===== src/hdf_pkg.sv =====
// Shared types, constants and character helpers for the hex dump formatter.
`timescale 1ns / 1ps

package hdf_pkg;

    // Default of the line buffer depth
    localparam int MAX_LINE_BYTES_DEF = 16;

    // Field widths fixed by the register map and the stream format
    localparam int ADDR_W    = 20;
    localparam int BPL_W     = 5;
    localparam int APB_DW    = 32;
    localparam int APB_AW    = 3;
    localparam int ADDR_DIGS = ADDR_W / 4;

    // Characters of the dump text
    localparam logic [7:0] CH_SPACE = 8'h20;
    localparam logic [7:0] CH_DOT   = 8'h2E;
    localparam logic [7:0] CH_CR    = 8'h0D;
    localparam logic [7:0] CH_LF    = 8'h0A;

    // Bounds of the non-printing ranges in the ASCII column
    localparam logic [7:0] PRINT_MIN = 8'd32;
    localparam logic [7:0] CTRL2_LO  = 8'h7F;
    localparam logic [7:0] CTRL2_HI  = 8'h9F;

    // Register indexes
    typedef enum logic {
        REG_BPL   = 1'b0,
        REG_START = 1'b1
    } t_hdf_reg;

    // Configuration handed from the register block to the sequencer
    typedef struct packed {
        logic [BPL_W-1:0]  bytes_per_line;
        logic [ADDR_W-1:0] start_offset;
    } t_hdf_cfg;

    // Sequencer phases, one output character per cycle outside idle while o_out does not stall
    typedef enum logic [3:0] {
        S_IDLE,
        S_ADDR,
        S_GAP1,
        S_HEX,
        S_PAD,
        S_GAP2,
        S_ASCII,
        S_CR,
        S_LF
    } t_hdf_state;

    // Uppercase hex digit of a nibble
    function automatic logic [7:0] hex_char(input logic [3:0] nib);
        if (nib < 4'd10) begin
            return 8'h30 + {4'b0, nib};
        end else begin
            return 8'h37 + {4'b0, nib};
        end
    endfunction

    // Byte as shown in the ASCII column
    function automatic logic [7:0] ascii_char(input logic [7:0] c);
        if (c < PRINT_MIN || (c >= CTRL2_LO && c <= CTRL2_HI)) begin
            return CH_DOT;
        end else begin
            return c;
        end
    endfunction

endpackage


===== src/hdf_if.sv =====
// Stream interfaces for the byte input and the character output.
`timescale 1ns / 1ps

interface hdf_in_if;
    logic       valid;
    logic       ready;
    logic [7:0] data_byte;
    logic       last_byte;

    modport source (output valid, output data_byte, output last_byte, input ready);
    modport sink   (input valid, input data_byte, input last_byte, output ready);
endinterface

interface hdf_out_if;
    logic       valid;
    logic       ready;
    logic [7:0] out_char;
    logic       run_end;

    modport source (output valid, output out_char, output run_end, input ready);
    modport sink   (input valid, input out_char, input run_end, output ready);
endinterface


===== src/hex_dump_formatter.sv =====
// Top level of the hex dump formatter: register block and character sequencer.
//
//  Channel   Dir  Handshake               Payload
//  i_in      in   valid / ready           data_byte[7:0], last_byte
//  o_out     out  valid / ready           out_char[7:0], run_end
//  APB       in   psel, penable, pready   paddr[2:0], pwdata[31:0], prdata[31:0]
//
// The sequencer takes a byte only while idle and then emits its characters: for a
// line start the address digits and two spaces, for every byte two hex digits and
// a space, and when a line closes three spaces per missing byte, two spaces, the
// ASCII column of the bytes held and CR LF when the line is full.
// The character rate is set by the single output register, one character a cycle while o_out does not stall.
// Synchronous active-low reset clears the line position and the output valid flag.
// A stall on o_out holds the sequencer; the line buffer read is replayed in place.
`timescale 1ns / 1ps

module hex_dump_formatter #(
    parameter int MAX_LINE_BYTES = hdf_pkg::MAX_LINE_BYTES_DEF
) (
    input  logic                       i_clk,
    input  logic                       i_rst_n,
    input  logic                       psel,
    input  logic                       penable,
    input  logic                       pwrite,
    input  logic [hdf_pkg::APB_AW-1:0] paddr,
    input  logic [hdf_pkg::APB_DW-1:0] pwdata,
    output logic [hdf_pkg::APB_DW-1:0] prdata,
    output logic                       pready,
    hdf_in_if.sink                     i_in,
    hdf_out_if.source                  o_out
);
    import hdf_pkg::*;

    t_hdf_cfg w_cfg;

    // Configuration registers
    hdf_cfg u_cfg (
        .i_clk   (i_clk),
        .i_rst_n (i_rst_n),
        .psel    (psel),
        .penable (penable),
        .pwrite  (pwrite),
        .paddr   (paddr),
        .pwdata  (pwdata),
        .prdata  (prdata),
        .pready  (pready),
        .o_cfg   (w_cfg)
    );

    // Character sequencer with line buffer
    hdf_seq #(
        .MAX_LINE_BYTES (MAX_LINE_BYTES)
    ) u_seq (
        .i_clk   (i_clk),
        .i_rst_n (i_rst_n),
        .i_cfg   (w_cfg),
        .i_in    (i_in),
        .o_out   (o_out)
    );

endmodule


===== src/hdf_ram.sv =====
// Generic single-write, single-read RAM with registered read data.
`timescale 1ns / 1ps

module hdf_ram #(
    parameter int WIDTH = 8,
    parameter int DEPTH = 16,
    localparam int AW   = (DEPTH > 1) ? $clog2(DEPTH) : 1
) (
    input  logic             i_clk,
    input  logic             i_we,
    input  logic [AW-1:0]    i_waddr,
    input  logic [WIDTH-1:0] i_wdata,
    input  logic [AW-1:0]    i_raddr,
    output logic [WIDTH-1:0] o_rdata
);

    logic [WIDTH-1:0] r_mem [DEPTH];
    logic [WIDTH-1:0] r_rdata;

    // Write port
    always_ff @(posedge i_clk) begin
        if (i_we) begin
            r_mem[i_waddr] <= i_wdata;
        end
    end

    // Registered read port
    always_ff @(posedge i_clk) begin
        r_rdata <= r_mem[i_raddr];
    end

    assign o_rdata = r_rdata;

endmodule


===== src/hdf_cfg.sv =====
// APB register block holding line length and start offset.
`timescale 1ns / 1ps

module hdf_cfg (
    input  logic                          i_clk,
    input  logic                          i_rst_n,
    input  logic                          psel,
    input  logic                          penable,
    input  logic                          pwrite,
    input  logic [hdf_pkg::APB_AW-1:0]    paddr,
    input  logic [hdf_pkg::APB_DW-1:0]    pwdata,
    output logic [hdf_pkg::APB_DW-1:0]    prdata,
    output logic                          pready,
    output hdf_pkg::t_hdf_cfg             o_cfg
);
    import hdf_pkg::*;

    logic [BPL_W-1:0]  r_bpl;
    logic [ADDR_W-1:0] r_start;
    logic              w_wr;
    t_hdf_reg          w_reg;

    assign pready = 1'b1;
    assign w_wr   = psel && penable && pwrite && pready;
    assign w_reg  = t_hdf_reg'(paddr[2]);

    // Register writes on the access phase
    always_ff @(posedge i_clk) begin
        if (!i_rst_n) begin
            r_bpl   <= BPL_W'(MAX_LINE_BYTES_DEF);
            r_start <= '0;
        end else if (w_wr) begin
            unique case (w_reg)
                REG_BPL:   r_bpl   <= pwdata[BPL_W-1:0];
                REG_START: r_start <= pwdata[ADDR_W-1:0];
            endcase
        end
    end

    // Read back
    always_comb begin
        unique case (w_reg)
            REG_BPL:   prdata = {{(APB_DW-BPL_W){1'b0}}, r_bpl};
            REG_START: prdata = {{(APB_DW-ADDR_W){1'b0}}, r_start};
        endcase
    end

    assign o_cfg.bytes_per_line = r_bpl;
    assign o_cfg.start_offset   = r_start;

endmodule


===== src/hdf_seq.sv =====
// Character sequencer: line buffer RAM, line state and output register.
`timescale 1ns / 1ps

module hdf_seq #(
    parameter int MAX_LINE_BYTES = hdf_pkg::MAX_LINE_BYTES_DEF
) (
    input  logic              i_clk,
    input  logic              i_rst_n,
    input  hdf_pkg::t_hdf_cfg i_cfg,
    hdf_in_if.sink            i_in,
    hdf_out_if.source         o_out
);
    import hdf_pkg::*;

    localparam int IDX_W = (MAX_LINE_BYTES > 1) ? $clog2(MAX_LINE_BYTES) : 1;
    localparam int CNT_W = $clog2(MAX_LINE_BYTES + 1);
    localparam int PAD_W = $clog2(3 * MAX_LINE_BYTES);
    localparam int CW    = (PAD_W > 3) ? PAD_W : 3;

    t_hdf_state        r_state, n_state;
    logic [CW-1:0]     r_cnt, n_cnt;
    logic [ADDR_W-1:0] r_addr, n_addr;

    // Line state and the item being formatted
    logic [IDX_W-1:0]  r_bil;
    logic [ADDR_W-1:0] r_line_off;
    logic [7:0]        r_byte;
    logic [CNT_W-1:0]  r_count;
    logic              r_close;
    logic              r_full;
    logic [CW-1:0]     r_pad;

    // Output register
    logic              r_ov;
    logic [7:0]        r_oc;
    logic              r_oe;

    logic              w_accept;
    logic              w_adv;
    logic [CNT_W-1:0]  w_bpl;
    logic [CNT_W-1:0]  w_count;
    logic              w_full;
    logic              w_close;
    logic [CNT_W-1:0]  w_missing;
    logic [7:0]        w_rdata;
    logic [7:0]        c_char;
    logic              c_end;
    logic              c_emit;

    assign i_in.ready = (r_state == S_IDLE);
    assign w_accept   = i_in.valid && i_in.ready;
    assign w_adv      = !r_ov || o_out.ready;

    // Clamp the line length and classify the incoming byte
    always_comb begin
        if (i_cfg.bytes_per_line == '0) begin
            w_bpl = CNT_W'(1);
        end else if (i_cfg.bytes_per_line > BPL_W'(MAX_LINE_BYTES)) begin
            w_bpl = CNT_W'(MAX_LINE_BYTES);
        end else begin
            w_bpl = i_cfg.bytes_per_line[CNT_W-1:0];
        end
    end

    assign w_count   = CNT_W'(r_bil) + CNT_W'(1);
    assign w_full    = (w_count >= w_bpl);
    assign w_close   = w_full || i_in.last_byte;
    assign w_missing = w_full ? '0 : (w_bpl - w_count);

    // Line buffer: byte written on accept, read back for the ASCII column
    hdf_ram #(
        .WIDTH (8),
        .DEPTH (MAX_LINE_BYTES)
    ) u_line_ram (
        .i_clk   (i_clk),
        .i_we    (w_accept),
        .i_waddr (r_bil),
        .i_wdata (i_in.data_byte),
        .i_raddr (n_cnt[IDX_W-1:0]),
        .o_rdata (w_rdata)
    );

    // State register
    always_ff @(posedge i_clk) begin
        if (!i_rst_n) begin
            r_state <= S_IDLE;
            r_cnt   <= '0;
        end else begin
            r_state <= n_state;
            r_cnt   <= n_cnt;
        end
    end

    always_ff @(posedge i_clk) begin
        r_addr <= n_addr;
    end

    // Next state and the character of this cycle
    always_comb begin
        n_state = r_state;
        n_cnt   = r_cnt;
        n_addr  = r_addr;
        c_char  = CH_SPACE;
        c_end   = 1'b0;
        c_emit  = 1'b1;
        unique case (r_state)
            S_IDLE: begin
                c_emit = 1'b0;
                if (w_accept) begin
                    n_cnt   = '0;
                    n_addr  = r_line_off + i_cfg.start_offset;
                    n_state = (r_bil == '0) ? S_ADDR : S_HEX;
                end
            end
            S_ADDR: begin
                c_char = hex_char(r_addr[ADDR_W-1 -: 4]);
                if (w_adv) begin
                    n_addr = r_addr << 4;
                    if (r_cnt == CW'(ADDR_DIGS - 1)) begin
                        n_state = S_GAP1;
                        n_cnt   = '0;
                    end else begin
                        n_cnt = r_cnt + CW'(1);
                    end
                end
            end
            S_GAP1: begin
                if (w_adv) begin
                    if (r_cnt == CW'(1)) begin
                        n_state = S_HEX;
                        n_cnt   = '0;
                    end else begin
                        n_cnt = r_cnt + CW'(1);
                    end
                end
            end
            S_HEX: begin
                if (r_cnt == CW'(0)) begin
                    c_char = hex_char(r_byte[7:4]);
                end else if (r_cnt == CW'(1)) begin
                    c_char = hex_char(r_byte[3:0]);
                end else begin
                    c_char = CH_SPACE;
                    c_end  = !r_close;
                end
                if (w_adv) begin
                    if (r_cnt == CW'(2)) begin
                        if (!r_close) begin
                            n_state = S_IDLE;
                            n_cnt   = '0;
                        end else if (r_pad != '0) begin
                            n_state = S_PAD;
                            n_cnt   = r_pad - CW'(1);
                        end else begin
                            n_state = S_GAP2;
                            n_cnt   = '0;
                        end
                    end else begin
                        n_cnt = r_cnt + CW'(1);
                    end
                end
            end
            S_PAD: begin
                if (w_adv) begin
                    if (r_cnt == '0) begin
                        n_state = S_GAP2;
                    end else begin
                        n_cnt = r_cnt - CW'(1);
                    end
                end
            end
            S_GAP2: begin
                if (w_adv) begin
                    if (r_cnt == CW'(1)) begin
                        n_state = S_ASCII;
                        n_cnt   = '0;
                    end else begin
                        n_cnt = r_cnt + CW'(1);
                    end
                end
            end
            S_ASCII: begin
                c_char = ascii_char(w_rdata);
                c_end  = (r_cnt == CW'(r_count) - CW'(1)) && !r_full;
                if (w_adv) begin
                    if (r_cnt == CW'(r_count) - CW'(1)) begin
                        n_state = r_full ? S_CR : S_IDLE;
                        n_cnt   = '0;
                    end else begin
                        n_cnt = r_cnt + CW'(1);
                    end
                end
            end
            S_CR: begin
                c_char = CH_CR;
                if (w_adv) begin
                    n_state = S_LF;
                end
            end
            S_LF: begin
                c_char = CH_LF;
                c_end  = 1'b1;
                if (w_adv) begin
                    n_state = S_IDLE;
                end
            end
            default: begin
                n_state = S_IDLE;
                c_emit  = 1'b0;
            end
        endcase
    end

    // Advance line state on accept
    always_ff @(posedge i_clk) begin
        if (!i_rst_n) begin
            r_bil      <= '0;
            r_line_off <= '0;
        end else if (w_accept) begin
            if (w_close) begin
                r_bil      <= '0;
                r_line_off <= i_in.last_byte ? '0 : (r_line_off + ADDR_W'(w_count));
            end else begin
                r_bil <= w_count[IDX_W-1:0];
            end
        end
    end

    // Hold the item being formatted
    always_ff @(posedge i_clk) begin
        if (w_accept) begin
            r_byte  <= i_in.data_byte;
            r_count <= w_count;
            r_close <= w_close;
            r_full  <= w_full;
            r_pad   <= (CW'(w_missing) << 1) + CW'(w_missing);
        end
    end

    // Output register: load when empty or taken
    always_ff @(posedge i_clk) begin
        if (!i_rst_n) begin
            r_ov <= 1'b0;
        end else if (w_adv) begin
            r_ov <= c_emit;
        end
    end

    always_ff @(posedge i_clk) begin
        if (w_adv && c_emit) begin
            r_oc <= c_char;
            r_oe <= c_end;
        end
    end

    assign o_out.valid    = r_ov;
    assign o_out.out_char = r_oc;
    assign o_out.run_end  = r_oe;

endmodule

===== src/flat_wrapper.sv =====
// flat-port wrapper written by rule: the top's interface ports become plain ports
module hex_dump_formatter_flat import hdf_pkg::*;
#(
    parameter int MAX_LINE_BYTES = hdf_pkg::MAX_LINE_BYTES_DEF
)
  (i_clk, i_rst_n, psel, penable, pwrite, paddr, pwdata, prdata, pready, i_in_valid, i_in_data_byte, i_in_last_byte, i_in_ready, o_out_valid, o_out_out_char, o_out_run_end, o_out_ready);
  hdf_in_if i_in_i ();
  hdf_out_if o_out_i ();
  input  logic i_clk;
  input  logic i_rst_n;
  input  logic psel;
  input  logic penable;
  input  logic pwrite;
  input  logic [hdf_pkg::APB_AW-1:0] paddr;
  input  logic [hdf_pkg::APB_DW-1:0] pwdata;
  output logic [hdf_pkg::APB_DW-1:0] prdata;
  output logic pready;
  input wire logic [$bits(i_in_i.valid)-1:0] i_in_valid;
  input wire logic [$bits(i_in_i.data_byte)-1:0] i_in_data_byte;
  input wire logic [$bits(i_in_i.last_byte)-1:0] i_in_last_byte;
  output wire logic [$bits(i_in_i.ready)-1:0] i_in_ready;
  output wire logic [$bits(o_out_i.valid)-1:0] o_out_valid;
  output wire logic [$bits(o_out_i.out_char)-1:0] o_out_out_char;
  output wire logic [$bits(o_out_i.run_end)-1:0] o_out_run_end;
  input wire logic [$bits(o_out_i.ready)-1:0] o_out_ready;
  assign i_in_i.valid = i_in_valid;
  assign i_in_i.data_byte = i_in_data_byte;
  assign i_in_i.last_byte = i_in_last_byte;
  assign i_in_ready = i_in_i.ready;
  assign o_out_valid = o_out_i.valid;
  assign o_out_out_char = o_out_i.out_char;
  assign o_out_run_end = o_out_i.run_end;
  assign o_out_i.ready = o_out_ready;
  hex_dump_formatter #(.MAX_LINE_BYTES(MAX_LINE_BYTES)) u_core (.i_clk(i_clk), .i_rst_n(i_rst_n), .psel(psel), .penable(penable), .pwrite(pwrite), .paddr(paddr), .pwdata(pwdata), .prdata(prdata), .pready(pready), .i_in(i_in_i), .o_out(o_out_i));
endmodule

===== config.mk =====
export PLATFORM = sky130hd
export DESIGN_NAME = hex_dump_formatter_flat
export DESIGN_NICKNAME = d
export VERILOG_FILES = /design/src/hdf_pkg.sv /design/src/hdf_if.sv /design/src/hex_dump_formatter.sv /design/src/hdf_ram.sv /design/src/hdf_cfg.sv /design/src/hdf_seq.sv /design/src/flat_wrapper.sv
export SDC_FILE = /design/constraint.sdc
export NUM_CORES = 1
export LEC_CHECK = 0
export BUFFER_PORTS_ARGS = -buffer_cell sky130_fd_sc_hd__buf_2
export CAP_MARGIN = 20
export CORE_MARGIN = 10
export CORE_UTILIZATION = 27
export CTS_BUF_LIST = sky130_fd_sc_hd__clkbuf_8 sky130_fd_sc_hd__clkbuf_16
export DETAILED_ROUTE_END_ITERATION = 8
export PLACE_DENSITY = 0.38
export SYNTH_ARGS = -nofsm -noshare
export SYNTH_HDL_FRONTEND = slang
export SYNTH_SLANG_ARGS = --single-unit

===== constraint.sdc =====
create_clock -name i_clk -period 5.75 [get_ports i_clk]
set_input_delay 0.575 -clock i_clk [delete_from_list [all_inputs] [get_ports i_clk]]
set_output_delay 0.575 -clock i_clk [all_outputs]
set_load 0.02 [all_outputs]

==> impl_results.md, run 1 <==
- Drt wl/cell: 18.3 um
- Final nets: 1,330
- Rel. slew slack: 33.0%
- WP data required: 6.19 ns
- Pleak: 5.97 nW
- Final cell count without fillers: 1,859
- Worst Setup Start Kind: flop
- CTS sink count: 246
- Initial Util: 27.4%
- Core Area: 46,800 um2
- Max-slew violation count: 0
- Setup violators final: 0
- Final Hold Viols: 0
- GRT Total Usage: 12.0%
- Worst-path fanout max: 23
- Clk buf depth: 3
- Synth cell types: 76
- Die ar.: 56,600 um2
- Largest cells by area after synthesis: edfxtp_1 (42%), dfxtp_1 (11%), mux2i_1 (9.2%)
- Worst-skew pair later-pin latency: 0.59 ns
- Hold path startpoint: i_rst_n
- Critical path class: reg2reg
- Initial antenna violation count: 0
- Clock skew: 0.0242 ns
- Minimum clock period: 4.11 ns
- Max Freq: 0.243 GHz
- FF+latch count, synth: 246
- Die height: 238 um
- Worst-Margin Slew: 1.00 ns
- Post-CTS Hold Buffers: 0
- GPL Wtd Cong: 0.752
- Max Cap Viol: 0
- # rows: 79
- Sequential element share of the synthesized area: 52.3%
- Initial DRC count: 404
- VDD IR max: 0.176 mV
- Post CTS Setup Buffer Count: 0
- Ys Warns: 0
- Final Util: 31.5%
- Hold Crit Class: in2reg
- Mean Syn Cell Area: 11.0 um2
- Setup tns final: 0 ns
- Via Count: 8,727
- Port Buffers: 67
- Cts repair resizes: 0
- CTS tree: built
- # DRC: 0
- # IOs: 95
- CTS clk-pin slew, worst paths: 0.06 ns
- Post-Place Cells: 1,804
- Pin count of the biggest net entering global routing: 32
- H-tree Lvls: 1
- Worst Setup End Kind: flop
- Outcome: finished, final reports clean
- Synthesized area: 12,800 um2
- Grt ovf: 0
- Top_reg_cell synth: edfxtp_1
- Power density over the cells: 442 nW/um2
- Clock Tree Root: clkbuf_16
- Reg2reg start: u_core.u_seq.r_state[1]$_SDFFE_PN0P_
- First-pass DRT Iterations: 4
- Asr flop ratio synth: 0%
- Synth-to-layout area growth: 15.0%
- Number of buffers created by CTS: 30
- Area leader, netlist: edfxtp_1
- Die width: 238 um
- Layout cells sized above 1: 13.0%
- Total wire length: 34,000 um
- Synth top area share: 41.7%
- Launch point of the worst path: u_core.u_seq.r_state[1]$_SDFFE_PN0P_
- RSZ-0062 raised after global routing: false
- Hpwl dp: 24,400 um
- Vias per cell: 4.69
- Final period util: 71.5%
- Routed Antenna Nets: 0
- Post-synth EDFFs: 178
- Syn Inst Count: 1,168
- Vias in the first global route: 8,852
- Antenna diodes: 0
- First-pass GRT wire length: 53,500 um
- WP data arrival: 4.55 ns
-- logic make-up (layout without fill, tap and decap cells) --
group,after synthesis,count (layout),share of synthesized area [%]
xor+xnor,53,53,3.62
flops,246,246,52.3
fa+ha+maj,50,50,5.06
mux,125,125,9.83
compound gates,220,220,11.1
other cells,2,13,0.0586
simple gates,356,356,13.5
buf+inv,116,189,4.46
-- flip-flops by register name (all words and copies together) (netlist names), 5 cells and up --
name	cells
u_core.u_seq.u_line_ram.r_mem	128
u_core.u_cfg.r_start	20
u_core.u_seq.r_addr	20
u_core.u_seq.r_line_off	20
u_core.u_seq.o_out.out_char	8
u_core.u_seq.r_byte	8
u_core.u_seq.u_line_ram.o_rdata	8
u_core.u_seq.r_cnt	6
u_core.u_seq.r_pad	6
u_core.u_cfg.r_bpl	5
u_core.u_seq.r_count	5
-- path summary, 6_finish.rpt --
kind / to / slack, ns / cells after the start
worst min register to register: u_core.u_cfg.r_start[4]$_SDFFE_PN0P_ / 0.49 / 2
worst max register to register: u_core.u_seq.u_line_ram.o_rdata[4]$_DFF_P_ / 1.64 / 10
worst max-delay path: u_core.u_seq.u_line_ram.o_rdata[4]$_DFF_P_ / 1.64 / 10
worst min-delay path: u_core.u_cfg.r_bpl[4]$_SDFFE_PN1P_ / 0.20 / 2
-- report_power, final --
group	total (mW)	leakage, nW	internal [mW]	switching [mW]
clock network	1.86	0.494	1.09	0.776
logic	2.27	3.28	0.888	1.38
registers	2.38	2.20	2.21	0.175
total	6.51	5.97	4.18	2.33
-- per-stage QoR --
step | hold slack (ns) | cell area, um2 | worst slack (ns) | power [mW]
after global routing | 0.195 | 14700 | 1.21 | 6.94
after detailed placement | 0.484 | 13700 | 1.66 | 4.72
after floorplan | 0.448 | 12900 | 2.24 | 4.04
final | 0.198 | 14700 | 1.64 | 6.51
after CTS | 0.161 | 14700 | 1.64 | 6.62
after global placement | 0.471 | 13700 | 1.62 | 4.71
-- synthesized netlist by cell type, types with 12 or more instances --
cell type / n
inv_1: 46
a21oi_1: 79
nor2_1: 91
edfxtp_1: 178
buf_4: 17
and2_1: 19
xnor2_1: 24
a21o_1: 12
nand4_1: 13
xor2_1: 29
mux2i_1: 118
nor3_1: 33
ha_1: 47
nor2b_1: 14
clkbuf_1: 35
dfxtp_1: 68
nand2_1: 105
nand2b_1: 12
nand3_1: 24
o21ai_0: 43
-- area by class of cell --
cell class              instances  area (um2)
well taps                     607         759
fillers                      4805       32000
clock buffers                  30         751
flip-flops and latches        246        6710
multi-input cells             817        5620
repair buffers                 86         488
inverters                      48         180
clock inverters                25         231
-- per-layer routing --
layer	up-vias	wire length, um	global-route usage, %
met5	-	0	0
met4	0	470	2.56
met3	31	1160	1.91
met2	113	15000	18.9
met1	4229	17300	16.9
li1	4354	-	-
-- worst max-delay path: stages, from the launching register on --
cell and delay, ns:
dfxtp_1 0.77, nor4bb_1 0.67, o311ai_1 0.21, or4b_1 0.56
a41oi_1 0.34, o21ai_4 0.26, buf_12 0.25, mux2i_1 0.23
mux2i_1 0.10, mux2i_1 0.43, mux2i_1 0.12
-- layout by cell type (no fill, tap or decap), drive strengths merged, types with 6 or more instances in the layout --
cell	instances
inv	48
a22oi	6
nor2	91
mux2i	118
and2	19
xnor2	24
xor2	29
mux2	7
edfxtp	178
dfxtp	68
ha	47
o21bai	8
buf	86
nand3	25
nand2b	12
clkinv	20
conb	13
o21ai	45
a21o	12
or3	8
nor3	33
a21boi	7
o31ai	9
nor2b	14
o21a	8
a211oi	9
nand4	13
a21oi	80
clkbuf	30
nand2	105
Power figures use the tool's default switching activity.
==> inputs of run 2 (changes only) <==
--- a/config.mk
+++ b/config.mk
@@ -11,7 +11,7 @@
 export CORE_UTILIZATION = 27
 export CTS_BUF_LIST = sky130_fd_sc_hd__clkbuf_8 sky130_fd_sc_hd__clkbuf_16
 export DETAILED_ROUTE_END_ITERATION = 8
-export PLACE_DENSITY = 0.38
+export PLACE_DENSITY = 0.4
 export SYNTH_ARGS = -nofsm -noshare
 export SYNTH_HDL_FRONTEND = slang
 export SYNTH_SLANG_ARGS = --single-unit
==> constraint.sdc (replaced) <==
create_clock -name i_clk -period 3.3 [get_ports i_clk]
set_input_delay 0.33 -clock i_clk [delete_from_list [all_inputs] [get_ports i_clk]]
set_output_delay 0.33 -clock i_clk [all_outputs]
set_load 0.02 [all_outputs]
==> run 2 against run 1 <==
Routed wire length rose by 1.1%. Cell area up 7.0%. Clock power up 88%. Count of clock-buffer cells in the layout up 9. Die area unchanged. Via count up 4.1%. Non-clock buffer count rose by 95. Sequential share of layout area down 3.0 points. Clock skew is 0.013 ns higher. Maximum frequency up 33%. Sequential cell count did not move. Highest routed layer unchanged.
==> impl_results.md, run 2 (synthesis results as in run 1) <==
- Outcome: finished, final reports clean (unchanged)
- Power Total: 12.1 mW (was 6.51 mW)
- # rows: 79 (unchanged)
- Power density over the cells: 765 nW/um2 (was 442 nW/um2)
- CTS tree: built (unchanged)
- Total wire length: 34,400 um (was 34,000 um)
- Worst Setup End Kind: flop (unchanged)
- Die width: 238 um (unchanged)
- Rel. slew slack: 35.9% (was 33.0%)
- Hpwl dp: 24,800 um (was 24,400 um)
- Max-slew violation count: 0 (unchanged)
- WP data required: 3.80 ns (was 6.19 ns)
- GRT Total Usage: 12.0% (about the same)
- Final Hold Viols: 0 (unchanged)
- Multi-input logic area: 5680 um2 (was 5620 um2)
- First-pass GRT wire length: 53,800 um (was 53,500 um)
- Worst slack, placed: -0.0287 ns (was 1.66 ns)
- Storage cell area: 6710 um2 (about the same)
- # DRC: 0 (unchanged)
- Final period util: 93.4% (was 71.5%)
- Worst-path fanout max: 19 (was 23)
- Clock Tree Root: clkbuf_16 (unchanged)
- Most frequent cells in the layout: edfxtp_1 (178), mux2i_1 (118), nand2_1 (105) (unchanged)
- RSZ-0062 raised after global routing: true (was false)
- Max Freq: 0.324 GHz (was 0.243 GHz)
- Pleak: 6.50 nW (was 5.97 nW)
- VDD IR max: 0.410 mV (was 0.176 mV)
- Worst-skew pair later-pin latency: 0.60 ns (was 0.59 ns)
- Core Area: 46,800 um2 (unchanged)
- Via Count: 9,088 (was 8,727)
- Minimum clock period: 3.08 ns (was 4.11 ns)
- Clk buf depth: 3 (unchanged)
- Die height: 238 um (unchanged)
- Fill cell count: 4,739 (was 4,805)
- Top reg by flops: u_core.u_seq.u_line_ram.r_mem (unchanged)
- Number of buffers created by CTS: 30 (unchanged)
- Pin count of the biggest net entering global routing: 32 (unchanged)
- Die ar.: 56,600 um2 (unchanged)
- Initial DRC count: 439 (was 404)
- Hold Crit Class: in2reg (unchanged)
- Worst-Margin Slew: 0.959 ns (was 1.00 ns)
- Grt ovf: 0 (unchanged)
- Critical path class: reg2reg (unchanged)
- Antenna diodes: 0 (unchanged)
- Port Buffers: 67 (unchanged)
- Drt wl/cell: 17.6 um (was 18.3 um)
- Clock skew: 0.0370 ns (was 0.0242 ns)
- Setup violators final: 0 (unchanged)
- Vias per cell: 4.65 (was 4.69)
- First-pass DRT Iterations: 5 (was 4)
- Routed Antenna Nets: 0 (unchanged)
- H-tree Lvls: 1 (unchanged)
- GPL Wtd Cong: 0.819 (was 0.752)
- Initial Util: 27.4% (unchanged)
- Post-route worst setup slack: 0.217 ns (was 1.64 ns)
- Number of flip-flops in the largest register: 128 (unchanged)
- CTS clk-pin slew, worst paths: 0.06 ns (about the same)
- Synth-to-layout area growth: 23.0% (was 15.0%)
- Leading cell type in the layout, fill and taps excluded: edfxtp_1 (unchanged)
- Layout cells sized above 1: 18.8% (was 13.0%)
- CTS sink count: 246 (unchanged)
- WP data arrival: 3.59 ns (was 4.55 ns)
- Max Cap Viol: 0 (unchanged)
- Initial antenna violation count: 0 (unchanged)
- Final nets: 1,425 (was 1,330)
- Worst Setup Start Kind: flop (unchanged)
- Vias in the first global route: 9,071 (was 8,852)
- # IOs: 95 (unchanged)
- Final Util: 33.7% (was 31.5%)
==> run 2: cell count changes in the layout (fill, tap and decap cells not counted), sizes merged <==
cell         delta
clkinv         -15
dlygate4sd3    +21
clkinvlp        +1
clkbuf         +10
inv             +6
buf            +73
==> run 2: what timing repair did <==
action	4_1_cts	5_1_grt
cloned	0	2
setup buffers	0	3
resized for setup	1	25
hold endpoints to repair	20	0
hold buffers	21	0
pin swaps	1	11
setup endpoints to repair	1	10
==> run 2: worst max-delay path, cell delays in order (launching register included) <==
cell	delay [ns]
dfxtp_1	0.32
nor4bb_1	0.26
buf_4	0.24
o311ai_1	0.14
or4b_1	0.55
a41oi_1	0.33
o21ai_4	0.10
buf_12	0.15
buf_12	0.16
mux2i_1	0.12
mux2i_1	0.17
mux2i_1	0.10
buf_4	0.15
mux2i_1	0.18
==> run 2: layout make-up <==
| class | instances | share of cell area (%) |
|---|---|---|
| clock buffers | 39 | 5.55 |
| flip-flops and latches | 246 | 42.6 |
| clock inverters | 17 | 1.33 |
| repair buffers | 181 | 8.57 |
| well taps | 607 | 4.82 |
| multi-input cells | 817 | 36.0 |
| inverters | 48 | 1.14 |
==> run 2: layer usage <==
metal	vias up	GRT usage, %	share of wire (%)
met5	-	0	0
met4	0	2.82	1.5
met3	29	1.94	4.2
met2	145	19.2	46
met1	4367	16.5	49
li1	4547	-	-
==> run 2: path summary, 6_finish.rpt <==
path | from | cells past startpoint | slack (ns) | endpoint
max | u_core.u_seq.r_state[1]$_SDFFE_PN0P_ | 13 | 0.22 | u_core.u_seq.u_line_ram.o_rdata[7]$_DFF_P_
min | pwdata[2] | 3 | 0.03 | u_core.u_cfg.r_bpl[2]$_SDFFE_PN0P_
max reg2reg | u_core.u_seq.r_state[1]$_SDFFE_PN0P_ | 13 | 0.22 | u_core.u_seq.u_line_ram.o_rdata[7]$_DFF_P_
min reg2reg | u_core.u_cfg.r_start[2]$_SDFFE_PN0P_ | 2 | 0.48 | u_core.u_cfg.r_start[2]$_SDFFE_PN0P_
==> run 2: stage by stage <==
step                hold slack (ns)  cells  TNS [ns]  instance area, um2
detailed placement            0.474   1873   -0.0287               14300
finish                       0.0292   1955         0               15800
global placement              0.472   1873         0               14300
CTS                       0.0000751   1950         0               15600
floorplan                     0.392   1179         0               12900
global route                 0.0179   1955   -0.0205               15800
==> run 2: power by group <==
part / total (mW) / internal, mW / switching [mW]
registers: 4.08 / 3.84 / 0.241
logic: 4.49 / 1.95 / 2.54
clock network: 3.49 / 2.12 / 1.37
total: 12.1 / 7.91 / 4.15
